File: src/contiguous_block_allocator_assert.svh
// Assertion macros used by the allocator top level.
`ifndef CONTIGUOUS_BLOCK_ALLOCATOR_ASSERT_SVH
`define CONTIGUOUS_BLOCK_ALLOCATOR_ASSERT_SVH

// The consequent must hold in the same cycle as the antecedent.
`define CBA_ASSERT_IMPL(label, clk, rst, ante, cons) \
  label: assert property (@(posedge clk) disable iff (rst) (ante) |-> (cons)) \
    else $error("allocator assertion failed");

// The consequent must hold in the cycle after the antecedent.
`define CBA_ASSERT_NEXT(label, clk, rst, ante, cons) \
  label: assert property (@(posedge clk) disable iff (rst) (ante) |=> (cons)) \
    else $error("allocator assertion failed");

`endif

File: src/cba_pkg.sv
// Shared types, codes and constants of the contiguous block allocator.
package cba_pkg;

  localparam int DEF_NBLOCKS = 256;

  localparam int SIZE_W   = 17;
  localparam int COUNT_W  = 9;
  localparam int LENGTH_W = 32;
  localparam int BLKID_W  = 8;
  localparam int ADDR_W   = 3;
  localparam int DATA_W   = 32;

  localparam logic [SIZE_W-1:0]  BLOCK_SIZE_RST  = 17'd1024;
  localparam logic [COUNT_W-1:0] BLOCK_COUNT_RST = 9'd256;

  // Register select, taken from the word address bit of paddr.
  localparam logic REG_BLOCK_SIZE  = 1'b0;
  localparam logic REG_BLOCK_COUNT = 1'b1;

  localparam logic [1:0] ACT_SET_TYPE  = 2'd0;
  localparam logic [1:0] ACT_FIND_RUN  = 2'd1;
  localparam logic [1:0] ACT_FIND_FREE = 2'd2;

  localparam logic [1:0] TYPE_UNUSED = 2'd0;

  localparam logic STATUS_OK       = 1'b0;
  localparam logic STATUS_NO_SPACE = 1'b1;

  typedef struct packed {
    logic [1:0]          action;
    logic [BLKID_W-1:0]  block_id;
    logic [1:0]          new_type;
    logic [LENGTH_W-1:0] length;
  } cmd_t;

  typedef struct packed {
    logic               status;
    logic [BLKID_W-1:0] start_block;
    logic [BLKID_W-1:0] end_block;
  } rsp_t;

endpackage

File: src/cba_div.sv
// Radix-2 restoring divider that turns a byte length into a block quotient and remainder flag.
module cba_div import cba_pkg::*; (
  input  logic                clk,
  input  logic                rst,
  input  logic                start,
  input  logic [LENGTH_W-1:0] dividend,
  input  logic [SIZE_W-1:0]   divisor,
  output logic                done,
  output logic [LENGTH_W-1:0] quotient,
  output logic                rem_nz
);

  localparam int STEP_W = $clog2(LENGTH_W);

  logic [LENGTH_W-1:0] quo;
  logic [SIZE_W-1:0]   rem;
  logic [SIZE_W-1:0]   rem_next;
  logic [SIZE_W:0]     shifted;
  logic                ge;
  logic [STEP_W-1:0]   count;
  logic                running;

  assign shifted = {rem, quo[LENGTH_W-1]};
  assign ge      = (shifted >= {1'b0, divisor});
  // The partial remainder stays below the divisor, so it fits the divisor's width.
  assign rem_next = ge ? SIZE_W'(shifted - {1'b0, divisor}) : shifted[SIZE_W-1:0];

  always_ff @(posedge clk) begin
    if (rst) begin
      running <= 1'b0;
      done    <= 1'b0;
      count   <= '0;
    end else begin
      done <= 1'b0;
      if (start) begin
        running <= 1'b1;
        count   <= '0;
      end else if (running) begin
        count <= count + STEP_W'(1);
        if (count == STEP_W'(LENGTH_W - 1)) begin
          running <= 1'b0;
          done    <= 1'b1;
        end
      end
    end
  end

  always_ff @(posedge clk) begin
    if (start) begin
      quo <= dividend;
      rem <= '0;
    end else if (running) begin
      quo <= {quo[LENGTH_W-2:0], ge};
      rem <= rem_next;
    end
  end

  assign quotient = quo;
  assign rem_nz   = |rem;

endmodule

File: config.mk
export PLATFORM = sky130hd
export DESIGN_NAME = cba_div
export DESIGN_NICKNAME = d
export VERILOG_FILES = /design/src/contiguous_block_allocator_assert.svh /design/src/cba_pkg.sv /design/src/cba_div.sv
export SDC_FILE = /design/constraint.sdc
export NUM_CORES = 1
export LEC_CHECK = 0
export ABC_AREA = 0
export BUFFER_PORTS_ARGS = -buffer_cell sky130_fd_sc_hd__buf_4
export CORE_UTILIZATION = 45
export CTS_BUF_LIST = sky130_fd_sc_hd__clkbuf_4 sky130_fd_sc_hd__clkbuf_8
export DETAILED_ROUTE_END_ITERATION = 6
export GPL_TIMING_DRIVEN = 0
export PLACE_DENSITY = 0.7
export SYNTH_ARGS = -nofsm -noshare
export SYNTH_HDL_FRONTEND = slang
export SYNTH_SLANG_ARGS = --single-unit
export TNS_END_PERCENT = 100
File: constraint.sdc
create_clock -name clk -period 4.78 [get_ports clk]
set_clock_uncertainty 0.15 [all_clocks]
set_input_delay 0.956 -clock clk [delete_from_list [all_inputs] [get_ports clk]]
set_output_delay 0.956 -clock clk [all_outputs]
set_load 0.01 [all_outputs]
==> metrics <==
antenna cell count=0; Worst Setup End Kind=flop; GRT Overall Usage=20.7%; post-synthesis cell type count=44; period utilization=~65%; Leak=1.86 nW; largest net degree at the start of global routing=33; final setup fails=0; Post-DRT Antenna Nets=0; worst path buffer plus inverter count=3; Max Cap Viol=0; routed wire length per instance=15.6 µm; share of layout cells above drive strength 1=33.0%; vias in the first global route=2440; slew margin rel.=17.5%; I/O Pins=86; RSZ-0062 raised after global routing=false; WP data required=4.81 ns; Die Ht=87.9 µm; Tmin final=3.12 ns; cell count after synthesis=316; max-slew violation count=0; Via density=5.47; Reg clk slew, reported paths=0.10 ns; drt pass-1 iters=5; Die Wd=87.9 µm; CP Class=in -> reg; CP arrival=3.15 ns; DRC viols=0; routability cong.=0.918; Crit Path Max Fanout=10; crit start category=input pin; DRT iter0 DRCs=144; CTS HTree Levels=2; CTS hold repair buffers=0; Final Util=60.4%; nets@finish=480; maximum clock frequency=0.321 GHz; Post-CTS Repair Setup Buffers=0; critical path cell sequence=buf_4 > ha_1 > inv_1 > fa_1 > a21oi_1 > o22ai_1 > nor3_1 > o211ai_2 > nand2_4 > buf_2 > mux2i_1 > o21ai_0; clk sinks=56; Worst path slowest cell=fa_1; status=completed; syn nets=388; Vias=2764; flops & latches, synth=56; Starting Density=roughly 48%; Worst-Margin Slew=around 1.2 ns; CTS Buf Count=5; grt total ovfl=0; Final TNS setup=0 ns; CP max stage delay=slightly below 0.4 ns; ys async rst share=0%; first-pass GRT wire length=roughly 12000 µm; # resized after CTS=0; fillers=596; WL final=7870 µm; Hold Crit Class=reg -> reg; synthesized area=3320 µm²; Area Growth Syn to Fin=26.3%; row cnt=30; core area=6940 µm²; final hold vios=0; Ys Warns=0; Mean Syn Cell Area=10.5 µm²; Clock Tree Buf Depth=2; Post-DP HPWL=6110 µm; Clock Latency Late Sink=0.31 ns; clock root buffer=clkbuf_8; die area=7730 µm²; EDFF count, synth=32; P per Cell Area=278 nW/µm²; port buffer count=85; antenna violations before repair=0; CP top delay family=compound AO/OA/AOI/OAI gates; register area share after synthesis=43.4%; Max VDD drop=~0.17 mV; Top FF cell, synth=edfxtp_1; CTS tree=built
==> power by group <==
part | internal [mW] | total (mW) | switching (mW)
sequential | 0.554 | 0.577 | 0.0232
clock | 0.164 | 0.321 | 0.157
combinational | 0.136 | 0.267 | 0.131
total | 0.854 | 1.17 | 0.312
==> worst register-to-register path: stages (launching register included) <==
cell,delay [ns]
edfxtp_1,0.41
inv_1,0.09
ha_1,0.15
inv_1,0.05
fa_1,0.39
a21oi_1,0.20
o22ai_1,0.17
nor3_1,0.25
o211ai_2,0.23
nand2_4,0.15
buf_2,0.22
mux2i_1,0.21
o21ai_0,0.09
==> Yosys cell counts, types with 2 or more instances <==
master	instances	area share (%)
nand2_1	14	1.6
mux2_2	33	11
o21ai_0	13	2.0
mux2i_1	13	3.9
nand4_1	9	1.7
a211oi_1	10	2.3
and3_1	3	0.56
xnor2_1	7	1.8
o22ai_1	3	0.56
buf_2	3	0.45
o21a_1	5	1.1
o31ai_1	3	0.68
nand4b_1	3	0.79
or3_1	2	0.38
inv_1	22	2.5
nor2b_1	7	1.3
nor3_1	9	1.4
nand2b_1	6	1.1
a21oi_1	11	1.7
nand3_1	6	0.90
clkbuf_1	6	0.68
o21bai_1	2	0.45
buf_1	3	0.34
a32oi_1	4	1.1
a31oi_1	3	0.56
or4_1	2	0.45
edfxtp_1	32	29
nor4_1	3	0.56
xor2_1	6	1.6
ha_1	19	7.2
nor2_1	18	2.0
dfxtp_1	24	14
==> stage by stage <==
stage,power (mW),instances,instance area [µm²],worst slack [ns],hold slack (ns)
after floorplan,0.738,316,3320,1.74,0.316
after global placement,0.848,497,4080,1.39,0.350
after detailed placement,0.855,497,4080,1.33,0.354
after CTS,1.17,505,4200,1.67,0.370
after global routing,1.22,505,4200,1.46,0.395
final,1.17,505,4200,1.66,0.368
==> routing by layer <==
| metal | track usage [%] | up-vias | wire, µm |
|---|---|---|---|
| li1 | - | 1355 | - |
| met1 | 29.7 | 1309 | 3670 |
| met2 | 32.6 | 90 | 3660 |
| met3 | 3.02 | 10 | 447 |
| met4 | 5.66 | 0 | 95 |
| met5 | 0 | - | 0 |
==> flip-flops by register name, summed over array words and instances (netlist names) <==
register  cells
count         5
done          1
quotient     32
rem          17
running       1
==> cell usage in the layout, fill, tap and decap left out, types with 4 or more instances in the layout <==
cell / Yosys / layout
buf_4: 0 / 85
mux2_2: 33 / 33
edfxtp_1: 32 / 32
dfxtp_1: 24 / 24
inv_1: 22 / 22
ha_1: 19 / 19
nor2_1: 18 / 18
nand2_1: 14 / 14
o21ai_0: 13 / 13
mux2i_1: 13 / 13
a21oi_1: 11 / 11
a211oi_1: 10 / 10
nor3_1: 9 / 9
nand4_1: 9 / 9
xnor2_1: 7 / 7
nor2b_1: 7 / 7
clkbuf_1: 6 / 6
nand3_1: 6 / 6
nand2b_1: 6 / 6
xor2_1: 6 / 6
o21a_1: 5 / 5
clkbuf_8: 0 / 5
a32oi_1: 4 / 4
==> worst paths after layout <==
path	startpoint	cells past startpoint	slack [ns]	endpoint
setup / recovery	divisor[0]	12	1.66	rem[14]
hold / removal	rem[2]	2	0.37	rem[2]
setup reg to reg	quotient[31]	12	1.89	rem[14]
hold reg to reg	rem[2]	2	0.37	rem[2]
==> cells by family after synthesis <==
family / after synthesis / share of synthesized area (%)
flops: 56 / 43.4
fa+ha+maj: 20 / 7.76
xor+xnor: 13 / 3.43
compound gates: 61 / 12.5
buf+inv: 36 / 4.44
mux: 46 / 15.1
simple gates: 84 / 13.4
==> area by class of cell <==
cell class,count,area (µm²),share of cell area (%)
buffer,14,65.1,1.55
clock buffer,6,76.3,1.82
clock inverter,2,38.8,0.924
inverter,22,82.6,1.97
multi-input combinational,224,1730,41.3
sequential,56,1440,34.3
tap,96,120,2.86
timing repair buffer,85,638,15.2
No activity file was read; power rests on OpenSTA's default activity.
