==> config.mk <==
export PLATFORM = sky130hd
export DESIGN_NAME = cba_cell
export DESIGN_NICKNAME = d
export VERILOG_FILES = /design/src/contiguous_block_allocator_assert.svh /design/src/cba_pkg.sv /design/src/cba_cell.sv
export SDC_FILE = /design/constraint.sdc
export NUM_CORES = 1
export LEC_CHECK = 0
export BUFFER_PORTS_ARGS = -buffer_cell sky130_fd_sc_hd__buf_2
export CAP_MARGIN = 15
export CORE_MARGIN = 8
export CORE_UTILIZATION = 42
export DETAILED_ROUTE_END_ITERATION = 12
export PLACE_DENSITY_LB_ADDON = 0.3
export RECOVER_POWER = 100
export SYNTH_ARGS = -nofsm -noshare
export SYNTH_HDL_FRONTEND = slang
export SYNTH_SLANG_ARGS = --single-unit
export TNS_END_PERCENT = 20
==> constraint.sdc <==
create_clock -name clk -period 2.7 [get_ports clk]
set_input_delay 0.405 -clock clk [delete_from_list [all_inputs] [get_ports clk]]
set_output_delay 0.405 -clock clk [all_outputs]
set_load 0.05 [all_outputs]
==> src/contiguous_block_allocator_assert.svh <==
// Assertion macros used by the allocator top level.
`ifndef CONTIGUOUS_BLOCK_ALLOCATOR_ASSERT_SVH
`define CONTIGUOUS_BLOCK_ALLOCATOR_ASSERT_SVH

// The consequent must hold in the same cycle as the antecedent.
`define CBA_ASSERT_IMPL(label, clk, rst, ante, cons) \
  label: assert property (@(posedge clk) disable iff (rst) (ante) |-> (cons)) \
    else $error("allocator assertion failed");

// The consequent must hold in the cycle after the antecedent.
`define CBA_ASSERT_NEXT(label, clk, rst, ante, cons) \
  label: assert property (@(posedge clk) disable iff (rst) (ante) |=> (cons)) \
    else $error("allocator assertion failed");

`endif

==> src/cba_pkg.sv <==
// Shared types, codes and constants of the contiguous block allocator.
package cba_pkg;

  localparam int DEF_NBLOCKS = 256;

  localparam int SIZE_W   = 17;
  localparam int COUNT_W  = 9;
  localparam int LENGTH_W = 32;
  localparam int BLKID_W  = 8;
  localparam int ADDR_W   = 3;
  localparam int DATA_W   = 32;

  localparam logic [SIZE_W-1:0]  BLOCK_SIZE_RST  = 17'd1024;
  localparam logic [COUNT_W-1:0] BLOCK_COUNT_RST = 9'd256;

  // Register select, taken from the word address bit of paddr.
  localparam logic REG_BLOCK_SIZE  = 1'b0;
  localparam logic REG_BLOCK_COUNT = 1'b1;

  localparam logic [1:0] ACT_SET_TYPE  = 2'd0;
  localparam logic [1:0] ACT_FIND_RUN  = 2'd1;
  localparam logic [1:0] ACT_FIND_FREE = 2'd2;

  localparam logic [1:0] TYPE_UNUSED = 2'd0;

  localparam logic STATUS_OK       = 1'b0;
  localparam logic STATUS_NO_SPACE = 1'b1;

  typedef struct packed {
    logic [1:0]          action;
    logic [BLKID_W-1:0]  block_id;
    logic [1:0]          new_type;
    logic [LENGTH_W-1:0] length;
  } cmd_t;

  typedef struct packed {
    logic               status;
    logic [BLKID_W-1:0] start_block;
    logic [BLKID_W-1:0] end_block;
  } rsp_t;

endpackage

==> src/cba_cell.sv <==
// One cell of the allocator chain: holds one block's type and advances the search wave.
module cba_cell import cba_pkg::*; #(
  parameter int NBLOCKS = DEF_NBLOCKS,
  parameter int INDEX   = 0
) (
  input  logic clk,
  input  logic rst,
  input  logic wr_en,
  input  logic [((($clog2(NBLOCKS)) > BLKID_W) ? $clog2(NBLOCKS) : BLKID_W)-1:0] wr_id,
  input  logic [1:0] wr_type,
  input  logic [$clog2(NBLOCKS+2)-1:0] need,
  input  logic [$clog2(NBLOCKS+2)-1:0] used,
  input  logic prev_valid,
  input  logic prev_found,
  input  logic [$clog2(NBLOCKS+2)-1:0] prev_len,
  input  logic [$clog2(NBLOCKS)-1:0] prev_start,
  output logic next_valid,
  output logic next_found,
  output logic [$clog2(NBLOCKS+2)-1:0] next_len,
  output logic [$clog2(NBLOCKS)-1:0] next_start
);

  localparam int IDX_W = $clog2(NBLOCKS);
  localparam int LEN_W = $clog2(NBLOCKS + 2);
  localparam int IDW   = (IDX_W > BLKID_W) ? IDX_W : BLKID_W;

  logic [1:0]       typ;
  logic             eligible;
  logic             found_next;
  logic [LEN_W-1:0] len_next;
  logic [IDX_W-1:0] start_next;

  always_ff @(posedge clk) begin
    if (rst) begin
      typ <= TYPE_UNUSED;
    end else if (wr_en && (wr_id == IDW'(INDEX))) begin
      typ <= wr_type;
    end
  end

  // Blocks at or beyond the used count behave as occupied.
  assign eligible = (typ == TYPE_UNUSED) && (LEN_W'(INDEX) < used);

  always_comb begin
    found_next = prev_found;
    len_next   = prev_len;
    start_next = prev_start;
    if (!prev_found) begin
      if (eligible) begin
        len_next = prev_len + LEN_W'(1);
        if (prev_len == '0) begin
          start_next = IDX_W'(INDEX);
        end
        found_next = (len_next >= need);
      end else begin
        len_next = '0;
      end
    end
  end

  always_ff @(posedge clk) begin
    if (rst) begin
      next_valid <= 1'b0;
    end else begin
      next_valid <= prev_valid;
    end
  end

  always_ff @(posedge clk) begin
    next_found <= found_next;
    next_len   <= len_next;
    next_start <= start_next;
  end

endmodule

==> flow_summary.yaml, run 1 <==
cells_and_area:
  ff_latch_area_um2: 420
  synthToLayoutAreaGrowth_pct: 32.4
  nets: 256
  nFillCells: 235
  final_core_util_pct: 58.8
  drive_gt1_share_pct: 27.8
  diodes: 0
  multiInputGateArea_um2: 627
sta:
  period_share_pct: 72.4
  rsz0062_at_grt: "false"
  tightest_slew_ns: 0.619
  maxSlewHeadroom_pct: 58.9
  setup_viol: 0
  clock_skew_ns: 0.00118
  hold_viol: 0
  max_freq_ghz: 0.511
  setup_tns_ns: 0
  layout_min_cycle_time_ns: 1.96
  slew_violations: 0
cts:
  cts_resized: 0
  htree_num_levels: 1
  cts_buffer_depth: 2
  worstSkewPairLatency_ns: 0.30
  clk_transition_reported_paths_ns: 0.11
  cts-buffers-inserted: 3
  clock-sinks: 21
  cts_setup_buffers: 0
  cts_hold_buf: 0
  cts-root-buf: "clkbuf_4"
  cts_tree: "built"
critical_path:
  cp_data_required_time_ns: 2.90
  endpoint_kind: "flop"
  crit_path_start_kind: "input pin"
  r2r-start: "typ[1]"
  crit_type: "in2reg"
  crit_fanout: 6
  crit_start: "prev_len[0]"
  worstPathArrival_ns: 2.15
die:
  pin_count: 69
  dieHeight_um: 67.4
  core_mm2: 0.00250
  start_util_pct: 44.4
  die_x_um: 67.4
  die-area_mm2: 0.00454
  rows: 18
routing:
  drt_pass1_iterations: 4
  ant_nets: 0
  vias: 1110
  wl_mm: 2.99
  drc: 0
  viasPerCell: 4.96
  drt-initial-drc-count: 21
  routedWlPerCell_um: 13.3
min_path:
  worstHoldStart: "rst"
  min_path_type: "in2reg"
grt:
  globalRoute.totalOverflow: 0
  antenna_found_initial: 0
  grt_use_total_pct: 12.9
  grt_pass1_vias: 1046
  grt_pass1_wl_mm: 4.54
  grt_max_degree: 18
synthesis:
  synth_top_area_cell: "dfxtp_1"
  synth_edf_count: 0
  netlist.area_leader.share_pct: 37.9
  netlist_top_cells_area: "dfxtp_1 (38%), ha_1 (12%), nor2b_1 (5.6%)"
  synth_seq_cells: 21
  ys_async_sr_fraction_pct: 0
  synth_cell_types: 33
  synth_top_flop_cell: "dfxtp_1"
  yosysWarnings: 0
  seq_area_frac_synth_pct: 37.9
  synth_area_mm2: 0.00111
  syn_inst: 125
  synth_common_cells: "dfxtp_1 (21), ha_1 (11), inv_1 (11)"
  syn_nets: 186
  synth_area_per_cell_um2: 8.88
  synth_most_common_cell: "dfxtp_1"
power:
  p_per_area_mw_per_mm2: 457
  ir_drop_mv: 0.402
  leakage_nw: 0.733
placed_design:
  portBuffers: 68
  gp_congestion: 0.861
  dp_hpwl_mm: 2.56
run:
  drv_cap: 0
outcome:
  status: "complete, no violations"
-- cell families (layout without fill, tap and decap cells) --
family | Yosys count | in the layout | synth area share, %
and+or+nand+nor | 48 | 48 | 23.3
AOI/OAI and AO/OA | 21 | 21 | 13.2
xor gates and xnor gates | 7 | 7 | 5.52
buffers and inverters | 14 | 83 | 4.85
muxes | 3 | 3 | 2.82
DFF | 21 | 21 | 37.9
adders and majority gates | 11 | 11 | 12.4
-- critical path, cell delays in order --
cell,delay [ns]
clkbuf_1,0.22
ha_1,0.32
nand4_1,0.20
xnor2_1,0.18
ha_1,0.31
nand4_1,0.13
a211oi_1,0.06
o32a_1,0.33
-- layer usage --
| metal | track usage, % | wire [µm] |
|---|---|---|
| met2 | 21.7 | 1300 |
| met5 | 0 | 0 |
| met4 | 7.83 | 63 |
| met3 | 2.98 | 409 |
| met1 | 14.6 | 1210 |
-- final cells by class --
| class | instances | area share (%) |
|---|---|---|
| clock buffer | 3 | 1.53 |
| clock inverter | 1 | 0.341 |
| inverter | 11 | 2.81 |
| multi-input combinational | 90 | 42.7 |
| sequential | 21 | 28.6 |
| tap | 30 | 2.56 |
| timing repair buffer | 68 | 21.5 |
-- worst paths after layout --
kind	cells after the start	slack, ns	end
worst max register to register	4	1.43	next_start[7]
worst min-delay path	2	0.29	next_valid
worst max-delay path	8	0.74	next_found
worst min register to register	2	0.53	typ[0]
-- flip-flops by register name (all words and copies together) (netlist names) --
signal / count
next_found: 1
next_valid: 1
typ: 2
next_len: 9
next_start: 8
-- metrics by stage --
step | area, µm² | cells | hold slack (ns) | worst slack [ns] | total power [mW]
after CTS | 1500 | 224 | 0.281 | 0.867 | 0.687
after floorplan | 1110 | 125 | 0.464 | 0.725 | 0.470
final | 1470 | 224 | 0.286 | 0.744 | 0.671
after global routing | 1470 | 224 | 0.279 | 0.635 | 0.712
after global placement | 1480 | 220 | 0.485 | 0.626 | 0.539
after detailed placement | 1480 | 220 | 0.510 | 0.550 | 0.543
-- where the power goes --
part,internal [mW],switching [mW]
Clock,0.0552,0.0883
Sequential,0.329,0.00420
Combinational,0.0664,0.129
-- placed cells by master (no fill, tap or decap), types with 2 or more instances in the layout --
cell      Yosys  layout
clkbuf_4      0       3
nand4_1       4       4
dfxtp_1      21      21
a21o_1        2       2
o21ai_0       6       6
nand2_1      10      10
nor3_1        2       2
inv_1        11      11
nor4_1        2       2
nor2_1        8       8
a21oi_1       4       4
or4_1         1       2
a22o_1        4       4
xnor2_1       6       6
buf_2         0      48
mux2i_1       2       2
ha_1         11      11
nor2b_1      10      10
nand3_1       4       4
clkbuf_1      2      20
No activity file was read; power rests on OpenSTA's default activity.
==> run 2: changes to the inputs <==
--- a/config.mk
+++ b/config.mk
@@ -5,10 +5,11 @@
 export SDC_FILE = /design/constraint.sdc
 export NUM_CORES = 1
 export LEC_CHECK = 0
+export ABC_AREA = 1
 export BUFFER_PORTS_ARGS = -buffer_cell sky130_fd_sc_hd__buf_2
 export CAP_MARGIN = 15
 export CORE_MARGIN = 8
-export CORE_UTILIZATION = 42
+export CORE_UTILIZATION = 39
 export DETAILED_ROUTE_END_ITERATION = 12
 export PLACE_DENSITY_LB_ADDON = 0.3
 export RECOVER_POWER = 100
==> constraint.sdc (replaced) <==
create_clock -name clk -period 1.75 [get_ports clk]
set_input_delay 0.2625 -clock clk [delete_from_list [all_inputs] [get_ports clk]]
set_output_delay 0.2625 -clock clk [all_outputs]
set_load 0.05 [all_outputs]
==> run 2 against run 1 <==
Effect of this change: combinational power rose by 81%; critical path depth rose by 6; first-iteration DRC count increased to 3.3 times the previous value; via count rose by 16%; setup slack lost 0.57 ns; power increased by 63%; register-to-register slack worse by 0.85 ns; flip-flop and latch count did not move; hold slack worse by 0.17 ns; sequential share of layout area down 3.2 points; sequential power rose by 55%; highest routed layer unchanged; wire length is 3.3% higher.
==> flow_summary.yaml, run 2 <==
sta:
  clock_skew_ns: 0.00346
  layout_min_cycle_time_ns: 1.58
  period_share_pct: 90.2
  tightest_slew_ns: 0.617
  hold_viol: 0
  maxSlewHeadroom_pct: 59.0
  setup_viol: 0
  setup_tns_ns: 0
  slew_violations: 0
  rsz0062_at_grt: "false"
  max_freq_ghz: 0.633
synthesis:
  yosysWarnings: 0
  syn_nets: 243
  seq_area_frac_synth_pct: 34.3
  netlist.area_leader.share_pct: 34.3
  synth_most_common_cell: "nand2_1"
  synth_top_flop_cell: "dfxtp_1"
  syn_inst: 182
  synth_seq_cells: 21
  synth_cell_types: 20
  ys_async_sr_fraction_pct: 0
  netlist_top_cells_area: "dfxtp_1 (34%), nand2_1 (13%), ha_1 (11%)"
  synth_common_cells: "nand2_1 (44), nor2_1 (32), inv_1 (31)"
  synth_area_mm2: 0.00123
  synth_edf_count: 0
  synth_area_per_cell_um2: 6.74
  synth_top_area_cell: "dfxtp_1"
cts:
  worstSkewPairLatency_ns: 0.30
  htree_num_levels: 1
  clk_transition_reported_paths_ns: 0.11
  cts_tree: "built"
  cts-root-buf: "clkbuf_4"
  clock-sinks: 21
  cts_buffer_depth: 2
  cts-buffers-inserted: 3
  cts_setup_buffers: 0
run:
  drv_cap: 0
cells_and_area:
  nets: 320
  regMostFlops: "next_len"
  top_regs: "next_len: 9 flops, next_start: 8 flops, typ: 2 flops"
  drive_gt1_share_pct: 26.4
  layout_commonest_cell: "buf_2"
  diodes: 0
  layout_common_cells: "buf_2 (49), nand2_1 (44), nor2_1 (33)"
  synthToLayoutAreaGrowth_pct: 35.0
  final_core_util_pct: 54.7
  largest_reg_flops: 9
critical_path:
  ff2ff_setup_slack_ns: 0.58
  critPathBufInv: 1
  cp.depth: 14
  crit_type: "in2reg"
  crit_fanout: 3
  r2r-end: "next_start[4]"
  crit_path_start_kind: "input pin"
  worstPathArrival_ns: 1.82
  endpoint_kind: "flop"
  timing.critical_path.max_delay_family: "simple AND/OR/NAND/NOR gates"
  crit_chain: "buf_2 > ha_1 > nand2_2 > nor2_4 > nand3_1 > nand2_1 > nand2_1 > ha_1 > nand2_1 > nor3_1 > o21ai_1 > nand2_1 > nand2_1 > nand2_1"
  cp_slowest_cell: "ha_1"
  worst_path_largest_cell_delay_ns: 0.30
  critPathCapture: "next_found"
  crit_top_cell: "nand2_1"
  cp_data_required_time_ns: 1.99
  crit_start: "prev_len[0]"
  r2r-start: "typ[1]"
  worstRegToRegCells: 4
power:
  p_per_area_mw_per_mm2: 659
  ir_drop_mv: 0.450
  leakage_nw: 0.942
grt:
  antenna_found_initial: 0
  grt_pass1_wl_mm: 5.03
  grt_use_total_pct: 11.8
  globalRoute.totalOverflow: 0
  grt_max_degree: 13
  grt_pass1_vias: 1169
routing:
  wl_met3_um: 216
  vias: 1290
  drc: 0
  drt_pass1_iterations: 4
  ant_nets: 0
  wl_met1_mm: 1.31
  viasPerCell: 4.27
  highest_layer: "met4"
  routedWlPerCell_um: 10.2
  dr_wl_met2_mm: 1.54
  wl_mm: 3.09
  drt-initial-drc-count: 69
placed_design:
  gp_congestion: 0.800
  portBuffers: 68
  dp_hpwl_mm: 2.64
die:
  start_util_pct: 40.5
  rows: 20
  dieHeight_um: 72.1
  die-area_mm2: 0.00520
  core_mm2: 0.00303
  die_x_um: 72.1
  pin_count: 69
outcome:
  status: "complete, no violations"
min_path:
  min_path_type: "in2reg"
[run 2: cell count changes after synthesis, sizes merged, moves of 4 or more]
cell / before / now
inv: 11 / 31
nand2: 10 / 46
nor2b: 10 / 0
nand3: 4 / 16
xnor2: 6 / 0
a22o: 4 / 0
nor2: 8 / 37
[run 2: cell families after synthesis]
kind of cell    Yosys count  share of synthesized area [%]
xor+xnor                  4                           4.08
flops                    21                           34.3
compound gates            6                           2.45
simple gates            107                           37.8
fa+ha+maj                11                           11.2
buf+inv                  33                           10.2
[run 2: area by class of cell]
cell class | instances | area, µm²
fillers | 348 | 1370
multi-input cells | 128 | 679
flip-flops and latches | 21 | 420
well taps | 44 | 55.1
repair buffers | 73 | 354
clock inverters | 1 | 5.00
inverters | 32 | 120
clock buffers | 3 | 22.5
[run 2: worst min path at each step]
stage / startpoint / to / slack [ns] / depth (start not counted)
5_1_grt: rst / next_valid / 0.09 / 2
6_report: rst / next_valid / 0.12 / 2
4_1_cts: rst / next_valid / 0.10 / 2
3_3_place_gp: rst / next_valid / 0.43 / 2
2_1_floorplan: rst / next_valid / 0.33 / 1
3_5_place_dp: rst / next_valid / 0.44 / 2
[run 2: repair_timing]
action / in CTS / in global routing
setup endpoints to repair: 0 / 1
resized for setup: 0 / 1
hold buffers: 0 / 0
[run 2: per-stage QoR]
stage	cell area, µm²	hold slack (ns)	instances	worst slack, ns	total power, mW
after global routing	1660	0.0907	302	0.00631	1.17
after floorplan	1230	0.334	182	0.101	0.760
final	1660	0.117	302	0.171	1.09
after detailed placement	1660	0.439	298	-0.132	0.889
after CTS	1680	0.105	302	0.183	1.12
after global placement	1660	0.434	298	-0.0700	0.884
[run 2: layer usage]
metal / up-vias / global-route usage [%]
li1: 704 / -
met1: 544 / 13.4
met2: 40 / 20.6
met3: 2 / 4.27
met4: 0 / 2.72
met5: - / 0
[run 2: power by group]
part,switching [mW],internal (mW)
sequential,0.00678,0.509
combinational,0.237,0.115
clock,0.139,0.0851
total,0.383,0.709
